<file path="src/rtl/assert_macros.svh">
// Assertion macros shared by the RTL of the token bucket table.
// No dependencies; include by bare file name.
`ifndef ASSERT_MACROS_SVH
`define ASSERT_MACROS_SVH

// Clocked property, ignored while reset is held.
`define MTB_ASSERT(label, clk, rst_n, prop) \
    label: assert property (@(posedge clk) disable iff (!rst_n) prop) \
        else $error("%m: check failed");

// Expression that must never hold at a clock edge.
`define MTB_NEVER(label, clk, rst_n, expr) \
    `MTB_ASSERT(label, clk, rst_n, !(expr))

`endif

</file>
<file path="src/rtl/mtb_pkg.sv">
// Shared constants, types and helper functions for the token bucket table.
// No dependencies.
package mtb_pkg;

    localparam int unsigned BUCKETS  = 1024;
    localparam int unsigned TOKEN_W  = 16;

    // Fixed widths of the word fields
    localparam int unsigned FUNC_W   = 3;
    localparam int unsigned ID_IN_W  = 10;
    localparam int unsigned FIELD_W  = 16;
    localparam int unsigned STATUS_W = 2;
    localparam int unsigned SLOT_W   = 10;
    localparam int unsigned GRANT_W  = 16;

    // Valid map geometry: rows of ROW_BITS flags, at least two rows
    localparam int unsigned COL_W     = (BUCKETS < 32) ? $clog2(BUCKETS) : 5;
    localparam int unsigned ROW_BITS  = 1 << COL_W;
    localparam int unsigned ROWS_RAW  = (BUCKETS + ROW_BITS - 1) / ROW_BITS;
    localparam int unsigned ROWS      = (ROWS_RAW < 2) ? 2 : ROWS_RAW;
    localparam int unsigned ROW_W     = $clog2(ROWS);
    localparam int unsigned ENT_W     = ROW_W + COL_W;
    localparam int unsigned REC_DEPTH = ROWS * ROW_BITS;

    typedef enum logic [FUNC_W-1:0] {
        FN_CREATE      = 3'd0,
        FN_FETCH       = 3'd1,
        FN_GIVE        = 3'd2,
        FN_DESTROY     = 3'd3,
        FN_DESTROY_ALL = 3'd4,
        FN_TICK        = 3'd5
    } t_func;

    typedef enum logic [STATUS_W-1:0] {
        STAT_OK     = 2'd0,
        STAT_BAD_ID = 2'd1,
        STAT_FULL   = 2'd2,
        STAT_EMPTY  = 2'd3
    } t_status;

    typedef enum logic [2:0] {
        S_INIT,
        S_IDLE,
        S_RMW,
        S_CREATE,
        S_CLEAR,
        S_TICK,
        S_HOLD
    } t_state;

    typedef struct packed {
        logic [TOKEN_W-1:0] rate;
        logic [TOKEN_W-1:0] limit;
        logic [TOKEN_W-1:0] tokens;
    } t_bucket;

    typedef struct packed {
        t_status              status;
        logic [SLOT_W-1:0]    slot;
        logic [GRANT_W-1:0]   granted;
    } t_result;

    typedef struct packed {
        logic                rd_en;
        logic [ROW_W-1:0]    rd_row;
        logic                wr_en;
        logic [ROW_W-1:0]    wr_row;
        logic [ROW_BITS-1:0] wr_bits;
    } t_map_req;

    typedef struct packed {
        logic             rd_en;
        logic [ENT_W-1:0] rd_ent;
        logic             wr_en;
        logic [ENT_W-1:0] wr_ent;
        t_bucket          wr_data;
    } t_rec_req;

    typedef struct packed {
        logic             found;
        logic [COL_W-1:0] col;
    } t_free;

    // Lowest free column of a map row; columns past the last bucket count as taken
    function automatic t_free find_free(input logic [ROW_BITS-1:0] bits,
                                        input logic [ROW_W-1:0] row);
        t_free            f;
        logic [ENT_W-1:0] ent;
        f   = '0;
        ent = '0;
        for (int k = ROW_BITS - 1; k >= 0; k--) begin
            ent = {row, COL_W'(k)};
            if (!bits[k] && (32'(ent) < BUCKETS)) begin
                f.found = 1'b1;
                f.col   = COL_W'(k);
            end
        end
        return f;
    endfunction

    // Add and clamp at the limit
    function automatic logic [TOKEN_W-1:0] sat_add(input logic [TOKEN_W-1:0] a,
                                                   input logic [TOKEN_W-1:0] b,
                                                   input logic [TOKEN_W-1:0] lim);
        logic [TOKEN_W:0] s;
        s = {1'b0, a} + {1'b0, b};
        return (s > {1'b0, lim}) ? lim : s[TOKEN_W-1:0];
    endfunction

endpackage

</file>
<file path="src/rtl/mtb_valid_map.sv">
// Allocation map: one flag per bucket, packed into rows, one read and one write port.
// Depends on mtb_pkg.
module mtb_valid_map (
    input  logic                          i_clk,
    input  mtb_pkg::t_map_req             i_req,
    output logic [mtb_pkg::ROW_BITS-1:0]  o_rd_bits
);

    logic [mtb_pkg::ROW_BITS-1:0] r_mem [mtb_pkg::ROWS];
    logic [mtb_pkg::ROW_BITS-1:0] r_rd_bits;

    always_ff @(posedge i_clk) begin
        if (i_req.wr_en) begin
            r_mem[i_req.wr_row] <= i_req.wr_bits;
        end
        if (i_req.rd_en) begin
            r_rd_bits <= r_mem[i_req.rd_row];
        end
    end

    assign o_rd_bits = r_rd_bits;

endmodule

</file>
<file path="config.mk">
export PLATFORM = sky130hd
export DESIGN_NAME = mtb_valid_map
export DESIGN_NICKNAME = d
export VERILOG_FILES = /design/src/rtl/assert_macros.svh /design/src/rtl/mtb_pkg.sv /design/src/rtl/mtb_valid_map.sv
export SDC_FILE = /design/constraint.sdc
export NUM_CORES = 1
export LEC_CHECK = 0
export BUFFER_PORTS_ARGS = -buffer_cell sky130_fd_sc_hd__buf_2
export CAP_MARGIN = 20
export CORE_ASPECT_RATIO = 1.5
export CORE_MARGIN = 1.5
export CORE_UTILIZATION = 58
export CTS_BUF_LIST = sky130_fd_sc_hd__clkbuf_16
export DETAILED_ROUTE_END_ITERATION = 8
export GPL_TIMING_DRIVEN = 1
export HOLD_SLACK_MARGIN = 0.02
export PLACE_DENSITY = 0.72
export SYNTH_ARGS = -nofsm -noshare
export SYNTH_HDL_FRONTEND = slang
export SYNTH_SLANG_ARGS = --single-unit
export TNS_END_PERCENT = 100
</file>
<file path="constraint.sdc">
create_clock -name i_clk -period 3.1 [get_ports i_clk]
set_input_delay 0.31 -clock i_clk [delete_from_list [all_inputs] [get_ports i_clk]]
set_output_delay 0.31 -clock i_clk [all_outputs]
set_load 0.01 [all_outputs]
</file>
---- Word-level counts from Yosys, hierarchy flattened ----
Memory sizes are Yosys's and may differ from the RTL's. A register that Yosys moved wholly into a read port is not among the register bits.
Cells that the tools add are included.
word-level totals
  register bits ........................... 0
  logic and storage cells ................. 3
  output and inout bits ................... 32
  RAM bits ................................ 1024
  memories kept ........................... 1
cells by class
  muxes and demuxes ....................... 2
memories
  memory  words  bits a word  rd ports  clocked after memory_dff  write ports  line                source
  r_mem   32     32           1         1                         1            mtb_valid_map.sv:9  logic [mtb_pkg::ROW_BITS-1:0] r_mem [mtb_pkg::ROWS];
operators by type and width
  cell    number
  $mux 1  2

---- Logic depth before layout (Yosys ltp) ----
Gate-level depths: netlist (run 1).
  depth after elaboration ................. 2
  depth in mapped cells ................... 8
  mapped depth without buffers ............ 5

---- Least setup slack after synthesis (run 1) ----
Ideal clock, no wire load.
  path type ............................... in2reg
  start ................................... input i_req[33] (netlist bit)
  end ..................................... memory r_mem[12][0] (netlist bit), enable pin
  arrival ................................. 2.323 ns
  path slack .............................. 0.356 ns
  setup time .............................. 0.421 ns
  stages .................................. 3
  data required time ...................... 2.679 ns
  path through ............................ or3b_2 clkbuf_1 nor2_1
RTL lines
  element          line                source
  start, declared  mtb_valid_map.sv:5  input mtb_pkg::t_map_req i_req,
  end, declared    mtb_valid_map.sv:9
Straight into the memory's write port.

==> results.md, run 1 <==
* Status: finished clean
* Area grow syn2layout at 12.4%
* Count of final setup violators at 0
* Main synth FF type: edfxtp_1
* Initial antenna violation count at 5
* HP Class: input port to flip-flop
* Post-route insts no fill at 3371
* Slew Viols, Final at 0
* Avg Cell Area, Syn at 18.1 µm²
* Setup CP Type: input port to flip-flop
* Arr. time, crit path at 2.32 ns
* Postcts setup bufs at 0
* Layout fillers at 4555
* DRT Pass-1 Iters at 5
* Unrepaired setup endpoints after global routing: no
* GR Overflow Total at 0
* Worst Path Required at 3.47 ns
* Crit-path max FO at 65
* Crit share post-route at 62.9%
* Final HPWL DP at 55.7 mm
* Slew Limit Headroom at 22.4%
* Hold WS at 0.0548 ns
* Fin. Hold Viols at 0
* Synth top area cells: edfxtp_1 (78%), mux2i_1 (13%), a22oi_1 (1.8%)
* Core Util, Final at 66.1%
* Max Freq at 0.513 GHz
* Crit start category: input port
* Setup tns final at 0 ns
* Die Y at 328 µm
* I/O pin count at 77
* Power Dens Cells at 623 mW/mm²
* Cell with the most instances after synthesis: edfxtp_1
* Biggest area consumer among synthesized cells: edfxtp_1
* Register area share after synthesis at 77.7%
* EDFF count, synth at 1056
* H-tree levels at 3
* Final nets at 2443
* Core area at 0.0694 mm²
* Worst slew pin tran at 1.16 ns
* CTS tree: built
* Cts bufs inserted at 88
* Max-cap violations at 0
* Min Tclk post-route at 1.95 ns
* Final wirelength at 98.4 mm
* Die Wd at 220 µm
* Post-synth top cells: edfxtp_1 (1056), mux2i_1 (512), nand2_1 (98), nand3_1 (98)
* Share of the synthesized area in the top cell type at 77.7%
* Initial core utilization at 58.8%
* Largest net degree at the start of global routing at 77
* Remaining DRCs at 0
* Worst-path clk slew at 0.07 ns
* DR vias at 21500
* Dpl cells at 3208
* Seq cells post-synth at 1056
* PortBufs at 76
* Mapped cell area at 0.0408 mm²
* CP Capture Type: flip-flop
* Post-synth ARST share at 0%
* Antenna viol nets, final at 0
* Synth cell types at 24
* Initial DRC count at 2059
* Tot GR Track Use at 27.7%
* Cells after Synth at 2260
* Leak at 0.0160 µW
* Vias/cell at 6.39
* Gpl congestion at 0.805
* Share of cells above drive strength 1 at 13.8%
* Post-cts resize count at 0
* Post-synth net total at 2305
* Final Power at 28600 µW
* First-pass GRT wire length at 142 mm
* Hold buffer count at cts at 0
* Max VDD drop at 0.463 mV
* Clk Tree Root Cell: clkbuf_16
* Vias in the first global route at 22000
* Row cnt at 118
* Clock tree buffer depth at 3
* Wire per inst at 29.2 µm
* Insertion delay to the later sink of the worst-skew pair at 0.66 ns
* Setup Skew at 0.0161 ns
* Ys Warns at 0
* Die ar. at 0.0720 mm²
* Clock sink count at 1056
[stage by stage]
| stage | cell area, µm² | setup slack [ns] |
|---|---|---|
| 6_report | 45900 | 1.15 |
| 5_1_grt | 45900 | 1.21 |
| 4_1_cts | 45900 | 1.29 |
| 3_5_place_dp | 43000 | 0.593 |
| 3_3_place_gp | 43000 | 0.611 |
| 2_1_floorplan | 40800 | 0.356 |
[critical path: stages]
cell and delay, ns:
buf_8 0.28, buf_12 0.41, mux2i_1 0.28, a22oi_1 0.11, a31oi_1 0.66, nand3_1 0.14
[cells in the final DEF (no fill, tap or decap), types with 2 or more instances in the layout]
cell,instances
edfxtp_1,1056
mux2i_1,512
nand3_1,98
nand2_1,97
a22oi_1,96
a21oi_1,96
clkbuf_16,93
buf_2,75
buf_4,66
a22o_1,64
nor2_4,33
buf_12,33
nor3_1,32
a31oi_1,32
clkinv_1,22
inv_1,16
clkinv_2,15
bufinv_16,9
nand3b_1,5
or3b_2,3
inv_6,3
nand2b_2,2
clkinv_4,2
clkinvlp_4,2
[cell type report]
type,instances,area [µm²],area share [%]
well taps,900,1130,2.45
diodes,1,2.50,0.00546
clock buffers,93,2330,5.07
flip-flops and latches,1056,31700,69.1
repair buffers,175,1550,3.37
clock inverters,69,547,1.19
multi-input cells,1077,8610,18.8
[kinds of logic (layout without fill, tap and decap cells)]
kind of cell | Yosys count | in the layout | share of synthesized area (%)
AOI/OAI and AO/OA | 288 | 288 | 4.81
buffers and inverters | 127 | 337 | 1.85
DFF | 1056 | 1056 | 77.7
muxes | 512 | 512 | 12.6
other | 0 | 1 | 0
and+or+nand+nor | 277 | 277 | 3.08
[state kept, by name (all words and copies together) (netlist names)]
name       flops
r_mem       1024
o_rd_bits     32
[path summary, 6_finish.rpt]
| kind | from | to | slack (ns) | cells past startpoint |
|---|---|---|---|---|
| worst min-delay path | i_req[43] | o_rd_bits[16] | 0.05 | 1 |
| worst max-delay path | i_req[38] | o_rd_bits[0] | 1.15 | 6 |
| worst min register to register | r_mem[17][3] | o_rd_bits[3] | 0.67 | 4 |
| worst max register to register | r_mem[0][0] | o_rd_bits[0] | 1.30 | 5 |
[power breakdown]
part | leakage, µW | switching [µW] | internal (µW) | total [µW]
clock network | 0.00147 | 4880 | 6170 | 11100
registers | 0.00954 | 70.2 | 15900 | 16000
logic | 0.00501 | 1020 | 502 | 1520
total | 0.0160 | 5970 | 22600 | 28600
[per-layer routing]
layer  GRT usage (%)  part of all wire [%]
met4            13.5                   4.7
met3            4.16                   6.7
met1            33.6                    37
met5               0                 0.065
met2            48.4                    52
Note: power is estimated with default switching activity, not from simulation.
==> run 2: changes to the inputs <==
Clock period 3.1 ns to 1.9 ns, I/O delays scaled along.
==> results.md, run 2 (synthesis gave the netlist of run 1 again) <==
* Status: finished clean
* Unrepaired setup endpoints after global routing: no
* Count of final setup violators at 0
* RR Startpoint: r_mem[1][17]
* Pre-CTS WS at -0.0993 ns
* Placed cell area at 0.0444 mm²
* H-tree levels at 3
* Final nets at 2561
* Row cnt at 118
* Max VDD drop at 0.807 mV
* Worst Path Required at 2.26 ns
* M1 GR Usage at 35.6%
* Core Util, Final at 68.5%
* Setup tns final at 0 ns
* Hold Crit Start: i_req[43]
* Tot GR Track Use at 27.9%
* Cts bufs inserted at 91
* HP Class: input port to flip-flop
* Slew Limit Headroom at 58.4%
* Worst-path clk slew at 0.06 ns
* Initial DRC count at 2262
* DRT Pass-1 Iters at 5
* Met3 usage at 3.03%
* Busiest grt layer: met2
* GR Overflow Total at 0
* Met2 Use GR at 48.8%
* Power Dens Cells at 987 mW/mm²
* PortBufs at 76
* Max Freq at 0.642 GHz
* Clk Tree Root Cell: clkbuf_16
* Postcts setup bufs at 0
* Crit share post-route at 81.9%
* CP Capture Type: flip-flop
* Gpl congestion at 0.805
* First-pass GRT wire length at 145 mm
* Core area at 0.0694 mm²
* Arr. time, crit path at 1.92 ns
* Vias/cell at 6.32
* DR vias at 22100
* Setup CP Type: flip-flop to flip-flop
* Initial core utilization at 58.8%
* Post-route design area at 0.0475 mm²
* Area grow syn2layout at 16.5%
* Most frequent cells in the layout: edfxtp_1 (1056), mux2i_1 (512), buf_4 (104)
* I/O pin count at 77
* Clock tree buffer depth at 3
* Leak at 0.0168 µW
* Reg with most FFs: r_mem
* Fin. Hold Viols at 0
* Setup ws final at 0.343 ns
* FF-to-FF setup slack at 0.34 ns
* Crit-path max FO at 1
* Insertion delay to the later sink of the worst-skew pair at 0.67 ns
* Largest net degree at the start of global routing at 41
* CTS tree: built
* Antenna viol nets, final at 0
* Remaining DRCs at 0
* Final wirelength at 99.4 mm
* Commonest non-fill, non-tap cell in the layout: edfxtp_1
* Share of cells above drive strength 1 at 17.2%
* Worst Setup SP: r_mem[1][17]
* Die ar. at 0.0720 mm²
* Vias in the first global route at 22500
* Die Wd at 220 µm
* Setup Skew at 0.0185 ns
* Die Y at 328 µm
* Final HPWL DP at 58.2 mm
* Slew Viols, Final at 0
* Max FFs per register at 1024
* Worst slew pin tran at 0.623 ns
* Wire per inst at 28.5 µm
* Initial antenna violation count at 5
* Clock sink count at 1056
* Crit start category: flip-flop
* Layout fillers at 4394
* Min Tclk post-route at 1.56 ns
* Max-cap violations at 0
==> run 2: cell count changes in the layout (fill, tap and decap cells not counted), moves of 3 or more <==
| cell | delta |
|---|---|
| inv_1 | -3 |
| clkinvlp_4 | +3 |
| buf_4 | +38 |
| buf_12 | +58 |
| dlygate4sd3_1 | +19 |
| inv_6 | +4 |
==> run 2: final timing paths <==
path / to / cells past startpoint
worst max-delay path: o_rd_bits[17] / 6
worst max register to register: o_rd_bits[17] / 6
worst min-delay path: o_rd_bits[25] / 2
worst min register to register: o_rd_bits[21] / 4
==> run 2: per-stage QoR <==
stage,hold slack [ns],instances,total power (µW)
final,0.0399,3491,46900
after global routing,0.0487,3491,48100
after CTS,0.0273,3489,47100
after detailed placement,0.604,3304,29300
after global placement,0.604,3304,29200
after floorplan,0.289,2260,28000
==> run 2: critical path, stage by stage (launching register included) <==
cell and delay, ns:
edfxtp_1 0.35, mux2i_1 0.19, a22o_1 0.17, nor3_1 0.06, a31oi_1 0.19, buf_4 0.15, nand3_1 0.15
==> run 2: routing by layer <==
| layer | vias to the layer above | share of wire (%) |
|---|---|---|
| li1 | 9543 | - |
| met1 | 11500 | 38 |
| met2 | 863 | 52 |
| met3 | 213 | 5.6 |
| met4 | 6 | 3.9 |
| met5 | - | 0.030 |
==> run 2: power breakdown <==
part	internal (µW)	switching [µW]
Combinational	1050	1670
Clock	9940	8160
Sequential	26000	119
Total	37000	9940
==> run 2: timing repair <==
| item | in CTS | in global routing |
|---|---|---|
| hold buffers | 19 | 0 |
| hold endpoints to repair | 448 | 0 |
| resized for setup | 0 | 0 |
==> run 2: cell type report <==
| type | instances | area [µm²] | share of cell area (%) |
|---|---|---|---|
| Antenna cell | 2 | 5.00 | 0.0105 |
| Timing Repair Buffer | 290 | 3180 | 6.70 |
| Multi-Input combinational cell | 1077 | 8610 | 18.1 |
| Sequential cell | 1056 | 31700 | 66.7 |
| Clock inverter | 74 | 589 | 1.24 |
| Clock buffer | 92 | 2300 | 4.84 |
| Tap cell | 900 | 1130 | 2.37 |
