File: config.mk
export PLATFORM = sky130hd
export DESIGN_NAME = mtb_ctrl
export DESIGN_NICKNAME = d
export VERILOG_FILES = /design/src/rtl/assert_macros.svh /design/src/rtl/mtb_pkg.sv /design/src/rtl/mtb_ctrl.sv
export SDC_FILE = /design/constraint.sdc
export NUM_CORES = 1
export LEC_CHECK = 0
export BUFFER_PORTS_ARGS = -buffer_cell sky130_fd_sc_hd__buf_2
export CAP_MARGIN = 20
export CORE_ASPECT_RATIO = 0.6
export CORE_MARGIN = 2
export CORE_UTILIZATION = 30
export DETAILED_ROUTE_END_ITERATION = 12
export HOLD_SLACK_MARGIN = 0.05
export PLACE_DENSITY = 0.57
export SLEW_MARGIN = 15
export SYNTH_ARGS = -nofsm -noshare
export SYNTH_HDL_FRONTEND = slang
export SYNTH_SLANG_ARGS = --single-unit
export TNS_END_PERCENT = 30
File: constraint.sdc
create_clock -name i_clk -period 13.1 [get_ports i_clk]
set_input_delay 0.655 -clock i_clk [delete_from_list [all_inputs] [get_ports i_clk]]
set_output_delay 0.655 -clock i_clk [all_outputs]
set_load 0.1 [all_outputs]
File: src/rtl/assert_macros.svh
// Assertion macros shared by the RTL of the token bucket table.
// No dependencies; include by bare file name.
`ifndef ASSERT_MACROS_SVH
`define ASSERT_MACROS_SVH

// Clocked property, ignored while reset is held.
`define MTB_ASSERT(label, clk, rst_n, prop) \
    label: assert property (@(posedge clk) disable iff (!rst_n) prop) \
        else $error("%m: check failed");

// Expression that must never hold at a clock edge.
`define MTB_NEVER(label, clk, rst_n, expr) \
    `MTB_ASSERT(label, clk, rst_n, !(expr))

`endif

File: src/rtl/mtb_pkg.sv
// Shared constants, types and helper functions for the token bucket table.
// No dependencies.
package mtb_pkg;

    localparam int unsigned BUCKETS  = 1024;
    localparam int unsigned TOKEN_W  = 16;

    // Fixed widths of the word fields
    localparam int unsigned FUNC_W   = 3;
    localparam int unsigned ID_IN_W  = 10;
    localparam int unsigned FIELD_W  = 16;
    localparam int unsigned STATUS_W = 2;
    localparam int unsigned SLOT_W   = 10;
    localparam int unsigned GRANT_W  = 16;

    // Valid map geometry: rows of ROW_BITS flags, at least two rows
    localparam int unsigned COL_W     = (BUCKETS < 32) ? $clog2(BUCKETS) : 5;
    localparam int unsigned ROW_BITS  = 1 << COL_W;
    localparam int unsigned ROWS_RAW  = (BUCKETS + ROW_BITS - 1) / ROW_BITS;
    localparam int unsigned ROWS      = (ROWS_RAW < 2) ? 2 : ROWS_RAW;
    localparam int unsigned ROW_W     = $clog2(ROWS);
    localparam int unsigned ENT_W     = ROW_W + COL_W;
    localparam int unsigned REC_DEPTH = ROWS * ROW_BITS;

    typedef enum logic [FUNC_W-1:0] {
        FN_CREATE      = 3'd0,
        FN_FETCH       = 3'd1,
        FN_GIVE        = 3'd2,
        FN_DESTROY     = 3'd3,
        FN_DESTROY_ALL = 3'd4,
        FN_TICK        = 3'd5
    } t_func;

    typedef enum logic [STATUS_W-1:0] {
        STAT_OK     = 2'd0,
        STAT_BAD_ID = 2'd1,
        STAT_FULL   = 2'd2,
        STAT_EMPTY  = 2'd3
    } t_status;

    typedef enum logic [2:0] {
        S_INIT,
        S_IDLE,
        S_RMW,
        S_CREATE,
        S_CLEAR,
        S_TICK,
        S_HOLD
    } t_state;

    typedef struct packed {
        logic [TOKEN_W-1:0] rate;
        logic [TOKEN_W-1:0] limit;
        logic [TOKEN_W-1:0] tokens;
    } t_bucket;

    typedef struct packed {
        t_status              status;
        logic [SLOT_W-1:0]    slot;
        logic [GRANT_W-1:0]   granted;
    } t_result;

    typedef struct packed {
        logic                rd_en;
        logic [ROW_W-1:0]    rd_row;
        logic                wr_en;
        logic [ROW_W-1:0]    wr_row;
        logic [ROW_BITS-1:0] wr_bits;
    } t_map_req;

    typedef struct packed {
        logic             rd_en;
        logic [ENT_W-1:0] rd_ent;
        logic             wr_en;
        logic [ENT_W-1:0] wr_ent;
        t_bucket          wr_data;
    } t_rec_req;

    typedef struct packed {
        logic             found;
        logic [COL_W-1:0] col;
    } t_free;

    // Lowest free column of a map row; columns past the last bucket count as taken
    function automatic t_free find_free(input logic [ROW_BITS-1:0] bits,
                                        input logic [ROW_W-1:0] row);
        t_free            f;
        logic [ENT_W-1:0] ent;
        f   = '0;
        ent = '0;
        for (int k = ROW_BITS - 1; k >= 0; k--) begin
            ent = {row, COL_W'(k)};
            if (!bits[k] && (32'(ent) < BUCKETS)) begin
                f.found = 1'b1;
                f.col   = COL_W'(k);
            end
        end
        return f;
    endfunction

    // Add and clamp at the limit
    function automatic logic [TOKEN_W-1:0] sat_add(input logic [TOKEN_W-1:0] a,
                                                   input logic [TOKEN_W-1:0] b,
                                                   input logic [TOKEN_W-1:0] lim);
        logic [TOKEN_W:0] s;
        s = {1'b0, a} + {1'b0, b};
        return (s > {1'b0, lim}) ? lim : s[TOKEN_W-1:0];
    endfunction

endpackage

File: src/rtl/mtb_ctrl.sv
// Request sequencer: read-modify-write of one bucket, table walks, output register.
// Depends on mtb_pkg; drives mtb_valid_map and mtb_bucket_mem.
module mtb_ctrl (
    input  logic                            i_clk,
    input  logic                            i_rst_n,
    input  logic                            i_valid,
    output logic                            o_ready,
    input  logic [mtb_pkg::FUNC_W-1:0]      i_func,
    input  logic [mtb_pkg::ID_IN_W-1:0]     i_bucket_id,
    input  logic [mtb_pkg::FIELD_W-1:0]     i_rate,
    input  logic [mtb_pkg::FIELD_W-1:0]     i_burst_limit,
    input  logic [mtb_pkg::FIELD_W-1:0]     i_count,
    output logic                            o_valid,
    input  logic                            i_ready,
    output logic [mtb_pkg::STATUS_W-1:0]    o_status,
    output logic [mtb_pkg::SLOT_W-1:0]      o_slot,
    output logic [mtb_pkg::GRANT_W-1:0]     o_granted,
    output mtb_pkg::t_map_req               o_map_req,
    input  logic [mtb_pkg::ROW_BITS-1:0]    i_map_bits,
    output mtb_pkg::t_rec_req               o_rec_req,
    input  mtb_pkg::t_bucket                i_rec_data
);

    localparam logic [mtb_pkg::ROW_W-1:0] LAST_ROW = mtb_pkg::ROW_W'(mtb_pkg::ROWS - 1);
    localparam logic [mtb_pkg::ENT_W-1:0] LAST_ENT = mtb_pkg::ENT_W'(mtb_pkg::REC_DEPTH - 1);

    mtb_pkg::t_state                r_state, n_state;
    logic [mtb_pkg::FUNC_W-1:0]     r_func;
    logic [mtb_pkg::ID_IN_W-1:0]    r_id;
    logic                           r_in_range;
    logic [mtb_pkg::TOKEN_W-1:0]    r_rate, r_limit, r_count;
    logic [mtb_pkg::ROW_W-1:0]      r_row, n_row;
    logic [mtb_pkg::ENT_W-1:0]      r_ent, n_ent;
    mtb_pkg::t_result               r_pend, r_out, res;
    logic                           r_o_valid;

    logic                           accept;
    logic                           fin;
    logic                           out_free;
    logic [mtb_pkg::ENT_W-1:0]      id_ent;
    mtb_pkg::t_func                 in_func;

    assign accept   = i_valid && o_ready;
    assign out_free = !r_o_valid || i_ready;
    assign id_ent   = mtb_pkg::ENT_W'(i_bucket_id);
    assign in_func  = mtb_pkg::t_func'(i_func);
    assign o_ready  = (r_state == mtb_pkg::S_IDLE);

    // Datapath and memory requests
    always_comb begin
        mtb_pkg::t_free              hit;
        mtb_pkg::t_bucket            cur;
        logic                        live;
        logic [mtb_pkg::TOKEN_W-1:0] grant;
        logic [mtb_pkg::ENT_W-1:0]   ent_nxt;
        logic [mtb_pkg::COL_W-1:0]   col;

        o_map_req = '0;
        o_rec_req = '0;
        fin       = 1'b0;
        res       = '0;
        n_row     = r_row;
        n_ent     = r_ent;
        cur       = i_rec_data;
        col       = r_ent[mtb_pkg::COL_W-1:0];
        live      = r_in_range && i_map_bits[col];
        grant     = (r_count < cur.tokens) ? r_count : cur.tokens;
        hit       = mtb_pkg::find_free(i_map_bits, r_row);
        ent_nxt   = r_ent + mtb_pkg::ENT_W'(1);

        unique case (r_state)
            mtb_pkg::S_INIT: begin
                o_map_req.wr_en  = 1'b1;
                o_map_req.wr_row = r_row;
                n_row            = r_row + mtb_pkg::ROW_W'(1);
            end
            mtb_pkg::S_IDLE: begin
                if (accept) begin
                    o_map_req.rd_en = 1'b1;
                    o_rec_req.rd_en = 1'b1;
                    n_row           = '0;
                    if (in_func == mtb_pkg::FN_CREATE || in_func == mtb_pkg::FN_TICK) begin
                        o_map_req.rd_row = '0;
                    end else begin
                        o_map_req.rd_row = id_ent[mtb_pkg::ENT_W-1:mtb_pkg::COL_W];
                    end
                    if (in_func == mtb_pkg::FN_TICK) begin
                        o_rec_req.rd_ent = '0;
                        n_ent            = '0;
                    end else begin
                        o_rec_req.rd_ent = id_ent;
                        n_ent            = id_ent;
                    end
                end
            end
            mtb_pkg::S_RMW: begin
                fin          = 1'b1;
                res.slot     = r_id;
                res.status   = live ? mtb_pkg::STAT_OK : mtb_pkg::STAT_BAD_ID;
                unique case (mtb_pkg::t_func'(r_func))
                    mtb_pkg::FN_FETCH: begin
                        if (live && cur.tokens == '0) begin
                            res.status = mtb_pkg::STAT_EMPTY;
                        end else if (live) begin
                            res.granted       = mtb_pkg::GRANT_W'(grant);
                            o_rec_req.wr_en   = 1'b1;
                            o_rec_req.wr_ent  = r_ent;
                            o_rec_req.wr_data = cur;
                            o_rec_req.wr_data.tokens = cur.tokens - grant;
                        end
                    end
                    mtb_pkg::FN_GIVE: begin
                        if (live) begin
                            o_rec_req.wr_en   = 1'b1;
                            o_rec_req.wr_ent  = r_ent;
                            o_rec_req.wr_data = cur;
                            o_rec_req.wr_data.tokens =
                                mtb_pkg::sat_add(cur.tokens, r_count, cur.limit);
                        end
                    end
                    mtb_pkg::FN_DESTROY: begin
                        if (live) begin
                            o_map_req.wr_en   = 1'b1;
                            o_map_req.wr_row  = r_ent[mtb_pkg::ENT_W-1:mtb_pkg::COL_W];
                            o_map_req.wr_bits = i_map_bits
                                & ~(mtb_pkg::ROW_BITS'(1) << col);
                        end
                    end
                    default: begin
                        res.status = mtb_pkg::STAT_BAD_ID;
                    end
                endcase
            end
            mtb_pkg::S_CREATE: begin
                if (hit.found) begin
                    fin               = 1'b1;
                    res.status        = mtb_pkg::STAT_OK;
                    res.slot          = mtb_pkg::SLOT_W'({r_row, hit.col});
                    o_map_req.wr_en   = 1'b1;
                    o_map_req.wr_row  = r_row;
                    o_map_req.wr_bits = i_map_bits | (mtb_pkg::ROW_BITS'(1) << hit.col);
                    o_rec_req.wr_en   = 1'b1;
                    o_rec_req.wr_ent  = {r_row, hit.col};
                    o_rec_req.wr_data = '{rate: r_rate, limit: r_limit, tokens: '0};
                end else if (r_row == LAST_ROW) begin
                    fin        = 1'b1;
                    res.status = mtb_pkg::STAT_FULL;
                end else begin
                    n_row            = r_row + mtb_pkg::ROW_W'(1);
                    o_map_req.rd_en  = 1'b1;
                    o_map_req.rd_row = n_row;
                end
            end
            mtb_pkg::S_CLEAR: begin
                o_map_req.wr_en  = 1'b1;
                o_map_req.wr_row = r_row;
                n_row            = r_row + mtb_pkg::ROW_W'(1);
                if (r_row == LAST_ROW) begin
                    fin        = 1'b1;
                    res.status = mtb_pkg::STAT_OK;
                    res.slot   = r_id;
                end
            end
            mtb_pkg::S_TICK: begin
                if (i_map_bits[col]) begin
                    o_rec_req.wr_en   = 1'b1;
                    o_rec_req.wr_ent  = r_ent;
                    o_rec_req.wr_data = cur;
                    o_rec_req.wr_data.tokens =
                        mtb_pkg::sat_add(cur.tokens, cur.rate, cur.limit);
                end
                if (r_ent == LAST_ENT) begin
                    fin        = 1'b1;
                    res.status = mtb_pkg::STAT_OK;
                    res.slot   = r_id;
                end else begin
                    n_ent            = ent_nxt;
                    o_map_req.rd_en  = 1'b1;
                    o_map_req.rd_row = ent_nxt[mtb_pkg::ENT_W-1:mtb_pkg::COL_W];
                    o_rec_req.rd_en  = 1'b1;
                    o_rec_req.rd_ent = ent_nxt;
                end
            end
            mtb_pkg::S_HOLD: begin
                fin = 1'b1;
                res = r_pend;
            end
            default: begin
                fin = 1'b0;
            end
        endcase
    end

    // Next state
    always_comb begin
        n_state = r_state;
        unique case (r_state)
            mtb_pkg::S_INIT: begin
                if (r_row == LAST_ROW) begin
                    n_state = mtb_pkg::S_IDLE;
                end
            end
            mtb_pkg::S_IDLE: begin
                if (accept) begin
                    unique case (in_func)
                        mtb_pkg::FN_CREATE:      n_state = mtb_pkg::S_CREATE;
                        mtb_pkg::FN_DESTROY_ALL: n_state = mtb_pkg::S_CLEAR;
                        mtb_pkg::FN_TICK:        n_state = mtb_pkg::S_TICK;
                        default:                 n_state = mtb_pkg::S_RMW;
                    endcase
                end
            end
            default: begin
                if (fin) begin
                    n_state = out_free ? mtb_pkg::S_IDLE : mtb_pkg::S_HOLD;
                end
            end
        endcase
    end

    always_ff @(posedge i_clk) begin
        if (!i_rst_n) begin
            r_state   <= mtb_pkg::S_INIT;
            r_row     <= '0;
            r_o_valid <= 1'b0;
        end else begin
            r_state <= n_state;
            r_row   <= n_row;
            if (fin && out_free) begin
                r_o_valid <= 1'b1;
            end else if (i_ready) begin
                r_o_valid <= 1'b0;
            end
        end
    end

    always_ff @(posedge i_clk) begin
        r_ent <= n_ent;
        if (accept) begin
            r_func     <= i_func;
            r_id       <= i_bucket_id;
            r_in_range <= (32'(i_bucket_id) < mtb_pkg::BUCKETS);
            r_rate     <= mtb_pkg::TOKEN_W'(i_rate);
            r_limit    <= mtb_pkg::TOKEN_W'(i_burst_limit);
            r_count    <= mtb_pkg::TOKEN_W'(i_count);
        end
        if (fin && !out_free) begin
            r_pend <= res;
        end
        if (fin && out_free) begin
            r_out <= res;
        end
    end

    assign o_valid   = r_o_valid;
    assign o_status  = r_out.status;
    assign o_slot    = r_out.slot;
    assign o_granted = r_out.granted;

endmodule
Yosys cells after proc, flatten, opt, wreduce, memory -nomap -nowiden:

Cells that the tools add are included.

* bits of input ports: 145
* output and inout port bits: 144
* word-level logic and storage cells: 159
* bits in registers: 136

* reductions and logical operators: 21
* $lt $le $gt $ge: 4
* multiplexer cells: 91
* shift-type cells: 2
* bitwise gates (word level): 3
* $add $sub $neg: 5
* eq/ne operators: 18

Operators with widths (count)
* $mux 59: 5
* $mux 6: 36
* $pmux 59 s3: 1
* $pmux 59 s2: 1
* $mux 38: 3
* $mux 16: 6
* $pmux 32 s2: 1
* $shl 1x5->32 const A: 2
* $mux 10: 6
* $pmux 12 s5: 1
* $pmux 6 s3: 2
* $add 16x16->17: 2
* $gt 17x16->1: 2
* $and 32x32->32: 1
* $not 32->32: 1
* $or 32x32->32: 1
* $pmux 16 s2: 1
* $mux 11: 2
* $pmux 11 s2: 1
* $mux 5: 4
* $pmux 10 s2: 1
* $logic_not 16->1: 1
* $lt 16x16->1: 1
* $sub 16x16->16: 1
* 28 further kinds: 61

Longest topological paths before layout:

* depth in word-level cells: 36
* depth in mapped cells: 19

Worst setup path after synthesis:

Ideal clock, no wire load.

* path type: input port to output port
* start point: input port i_rec_data[1] (netlist name)
* end point: output port o_rec_req[4] (netlist name)
* path buffers: 1
* stages on the path: 18
* arrival: 6.486 ns
* setup slack: 5.959 ns
* cell sequence: inv_1 -> ha_1 -> nand2b_1 -> a221oi_1 -> o211ai_1 -> a221oi_1 -> a21oi_1 -> mux2i_1 -> and2_1 -> ha_1 -> or4_1 -> a211o_1 -> o32a_1 -> nor2_1 -> nand2_1 -> buf_2 -> mux2i_1 -> o21ai_0

RTL lines
* start: declaration: line mtb_ctrl.sv:21 `input mtb_pkg::t_bucket i_rec_data`
* end: declaration: line mtb_ctrl.sv:20 `output mtb_pkg::t_rec_req o_rec_req,`

==> results.toml <==
[global_route]
groute.usage.overall_pct = 24.4
global_route.usage.met3_pct = 7.98
gr-total-overflow = 0
number_of_antenna_violations_at_the_first_check_in_global_routing = 4
gr-usage-met2_pct = 31.3
global_route_wire_length_before_repair_um = 71200
grt_busiest_layer = "met1"
groute.layer.met1.usage_pct = 38.6
number_of_global_route_vias_before_repair = 10587
grt_max_degree = 69

[clock_tree]
cts-hold-fix-buffers = 0
clock_tree.htree_level_count = 4
numClockSinks = 136
max-clock-path-buffers = 2
cts.reportedPaths.clkPinSlew_ns = 0.07
tritoncts = "yes"
cts_inserted_buffers = 17
clk-insertion-delay-late_ns = 0.43
post_cts_buffers = 0
root_buffer = "sky130_fd_sc_hd__clkbuf_16"
resized_after_cts = 0

[setup_path]
crit_type = "in2out"
worst-path-max-fanout = 16
worstPathCellList = "buf_2 -> inv_1 -> ha_1 -> nand2b_1 -> a221oi_1 -> o211ai_1 -> a221oi_1 -> a21oi_1 -> mux2i_1 -> and2_1 -> ha_1 -> or4_1 -> a211o_1 -> o32a_1 -> nor2_1 -> nand2_1 -> mux2i_1 -> o221ai_1 -> buf_2"
crit_path_end_kind = "output port"
worstSetupStartpointType = "primary input"
critPathTopFamily = "compound AO/OA/AOI/OAI gates"
cp_data_required_time_ns = 12.44
cpMaxStageDelayCell = "sky130_fd_sc_hd__nand2_1"
highest_cell_delay_on_the_worst_timing_path_ns = 0.53
worst-endpoint-arrival_ns = 6.19
critical_path_buf_inv_count = 3

[logic_synthesis]
synth_top_area_cell = "sky130_fd_sc_hd__edfxtp_1"
synth.distinct_cells = 79
ys_seq_area_share_pct = 35.1
yosysWarningCount = 0
synth_most_common_cell = "sky130_fd_sc_hd__edfxtp_1"
mappedNetlistNets = 1485
synthTopCellsByArea = "sky130_fd_sc_hd__edfxtp_1 33%, sky130_fd_sc_hd__ha_1 11%, sky130_fd_sc_hd__o21ai_0 5.0%"
synth.avg_cell_area_um2 = 9.23
post_syn_area_um2 = 11400
commonest_register_cell_after_synthesis = "sky130_fd_sc_hd__edfxtp_1"
synthArstFlopShare_pct = 0
synth-edff-count = 127
syn-instance-count = 1234
synthTopCellsByCount = "127 x sky130_fd_sc_hd__edfxtp_1, 113 x sky130_fd_sc_hd__o21ai_0, 112 x sky130_fd_sc_hd__nand2_1, 103 x sky130_fd_sc_hd__ha_1, 85 x sky130_fd_sc_hd__nor2_1"
proportion_of_netlist_area_held_by_the_largest_area_contributor_pct = 33.5
postSynthRegisterBits = 136

[route]
vias_per_cell = 5.67
drtPass1Iterations = 5
drtAntennaViolNets = 0
wire_per_inst_um = 24.4
detailedRoute.firstIterationViolations = 1375
drt_drc_violations_left = 0
total_via_count_in_the_routed_design = 11565
wl_um = 49700

[timing]
finalMaxSlewViolations = 0
final_critical_path_setup_slack_ns = 6.26
timing.fmax_mhz = 146
rsz_0062_raised_after_global_routing = "no"
slew-limit-headroom_pct = 21.9
timing.final.hold_violations = 0
worst_slew_pin_slew_ns = 1.16
min_period_ns = 6.84
worst_clock_skew_ns = 0.0101
fin_tns_setup_ns = 0
setup_viol = 0
final.period_utilization_pct = 52.2

[floorplan]
die_width_um = 256
effective_utilization_at_floorplan_pct = 30.3
die-area_um2 = 39600
die_h_um = 155
row_count = 55
floorplan.core_area_um2 = 37600
ios = 289

[power_and_ir_drop]
netSwitchingFraction_pct = 52.0
power.clock.fraction_pct = 20.5
power_density_nw_per_um2 = 166
max_rail_drop_vdd_mv = 0.102
p_int_mw = 1.12
power.switching_mw = 1.21
comb_power_share_pct = 52.9
leakage_power_nw = 6.11
power_frac_seq_pct = 26.5

[placement]
place.detailed.hpwl_um = 39800
pre_cts_setup_slack_ns = 6.37
placed_cell_area_um2 = 13400
io_buffer_count = 288
weighted_congestion_reported_at_the_end_of_routability_driven_placement = 0.980

[layout]
layout.core_utilization_pct = 37.2
drive_gt1_share_pct = 24.2
area_growth_pct = 22.9
final_cell_area_um2 = 14000
fillerInstances = 3892
final_nets = 1760

[run_status]
outcome = "complete, no violations"

[min_path]
hold_class = "in2reg"

[job]
timing.max_cap.violations = 0
flip-flops by register name, indices dropped and copies added (netlist names), 10 cells and up:
register,flops
o_granted,16
r_count,16
r_id,10
o_slot,10
r_rate,16
r_pend,28
r_ent,10
r_limit,16
final timing paths:
kind	startpoint	to	slack, ns	cells past startpoint
max	i_rec_data[1]	o_rec_req[13]	6.26	19
min	i_burst_limit[8]	r_limit[8]$_DFFE_PP_	0.39	1
max reg2reg	r_ent[0]$_DFFE_PP_	o_granted[15]$_DFFE_PP_	9.31	7
min reg2reg	r_id[7]$_DFFE_PP_	r_pend[23]$_DFFE_PP_	0.57	2
per-layer routing:
| metal | vias up | wire, um |
|---|---|---|
| li1 | 5272 | - |
| met1 | 5628 | 24900 |
| met2 | 627 | 18700 |
| met3 | 36 | 5480 |
| met4 | 2 | 533 |
| met5 | - | 13 |
placed cells by master (no fill, tap or decap), types with 9 or more instances in the layout:
cell	count
sky130_fd_sc_hd__a211oi_1	10
sky130_fd_sc_hd__a21o_1	17
sky130_fd_sc_hd__a21oi_1	68
sky130_fd_sc_hd__a22o_1	46
sky130_fd_sc_hd__a31oi_1	22
sky130_fd_sc_hd__and2_1	10
sky130_fd_sc_hd__buf_2	289
sky130_fd_sc_hd__buf_4	13
sky130_fd_sc_hd__clkbuf_16	17
sky130_fd_sc_hd__dfxtp_1	9
sky130_fd_sc_hd__edfxtp_1	127
sky130_fd_sc_hd__ha_1	103
sky130_fd_sc_hd__inv_1	71
sky130_fd_sc_hd__mux2i_1	44
sky130_fd_sc_hd__nand2_1	112
sky130_fd_sc_hd__nand2b_1	20
sky130_fd_sc_hd__nand3_1	23
sky130_fd_sc_hd__nand4_1	22
sky130_fd_sc_hd__nor2_1	83
sky130_fd_sc_hd__nor2b_1	25
sky130_fd_sc_hd__nor3_1	16
sky130_fd_sc_hd__nor4_1	11
sky130_fd_sc_hd__o21a_1	9
sky130_fd_sc_hd__o21ai_0	113
sky130_fd_sc_hd__o21bai_1	10
sky130_fd_sc_hd__o221ai_1	12
sky130_fd_sc_hd__o22ai_1	10
sky130_fd_sc_hd__o31ai_1	10
sky130_fd_sc_hd__xnor2_1	28
sky130_fd_sc_hd__xor2_1	20
power by group through the flow:
| stage | Sequential (mW) | Combinational, mW | Clock [mW] |
|---|---|---|---|
| CTS | 0.615 | 1.21 | 0.490 |
| global route | 0.622 | 1.30 | 0.510 |
| global placement | 0.623 | 1.21 | 0 |
| floorplan | 0.747 | 0.780 | 0 |
| detailed placement | 0.624 | 1.21 | 0 |
| finish | 0.617 | 1.23 | 0.478 |
final cells by class:
type | instances | area (um^2) | share of cell area (%)
Antenna cell | 3 | 7.51 | 0.0537
Clock buffer | 19 | 433 | 3.09
Clock inverter | 13 | 135 | 0.966
Inverter | 72 | 270 | 1.93
Multi-Input combinational cell | 980 | 6960 | 49.8
Sequential cell | 136 | 3990 | 28.5
Tap cell | 513 | 642 | 4.59
Timing Repair Buffer | 302 | 1540 | 11.0
worst register-to-register path, cell delays in order (launching register included):
cell	delay, ns
sky130_fd_sc_hd__edfxtp_1	1.04
sky130_fd_sc_hd__mux4_2	0.63
sky130_fd_sc_hd__nand2_1	0.08
sky130_fd_sc_hd__a21oi_1	0.06
sky130_fd_sc_hd__a31oi_1	0.51
sky130_fd_sc_hd__nand2_1	0.35
sky130_fd_sc_hd__nand2_2	0.57
sky130_fd_sc_hd__o21ai_0	0.26
kinds of logic after synthesis:
family,Yosys count,share of synthesized area [%]
muxes,54,5.29
adders and majority gates,106,11.8
DFF,136,35.1
and+or+nand+nor,367,15.8
xor gates and xnor gates,48,3.69
AOI/OAI and AO/OA,405,24.2
buffers and inverters,118,4.03
metrics by stage:
step                total power, mW  hold slack (ns)  instances
floorplan                      1.53            0.513       1234
global placement               1.83            0.533       2002
detailed placement             1.83            0.549       2002
CTS                            2.32            0.363       2034
global route                   2.43            0.362       2037
finish                         2.33            0.390       2038
(Power assumes the default switching activity.)
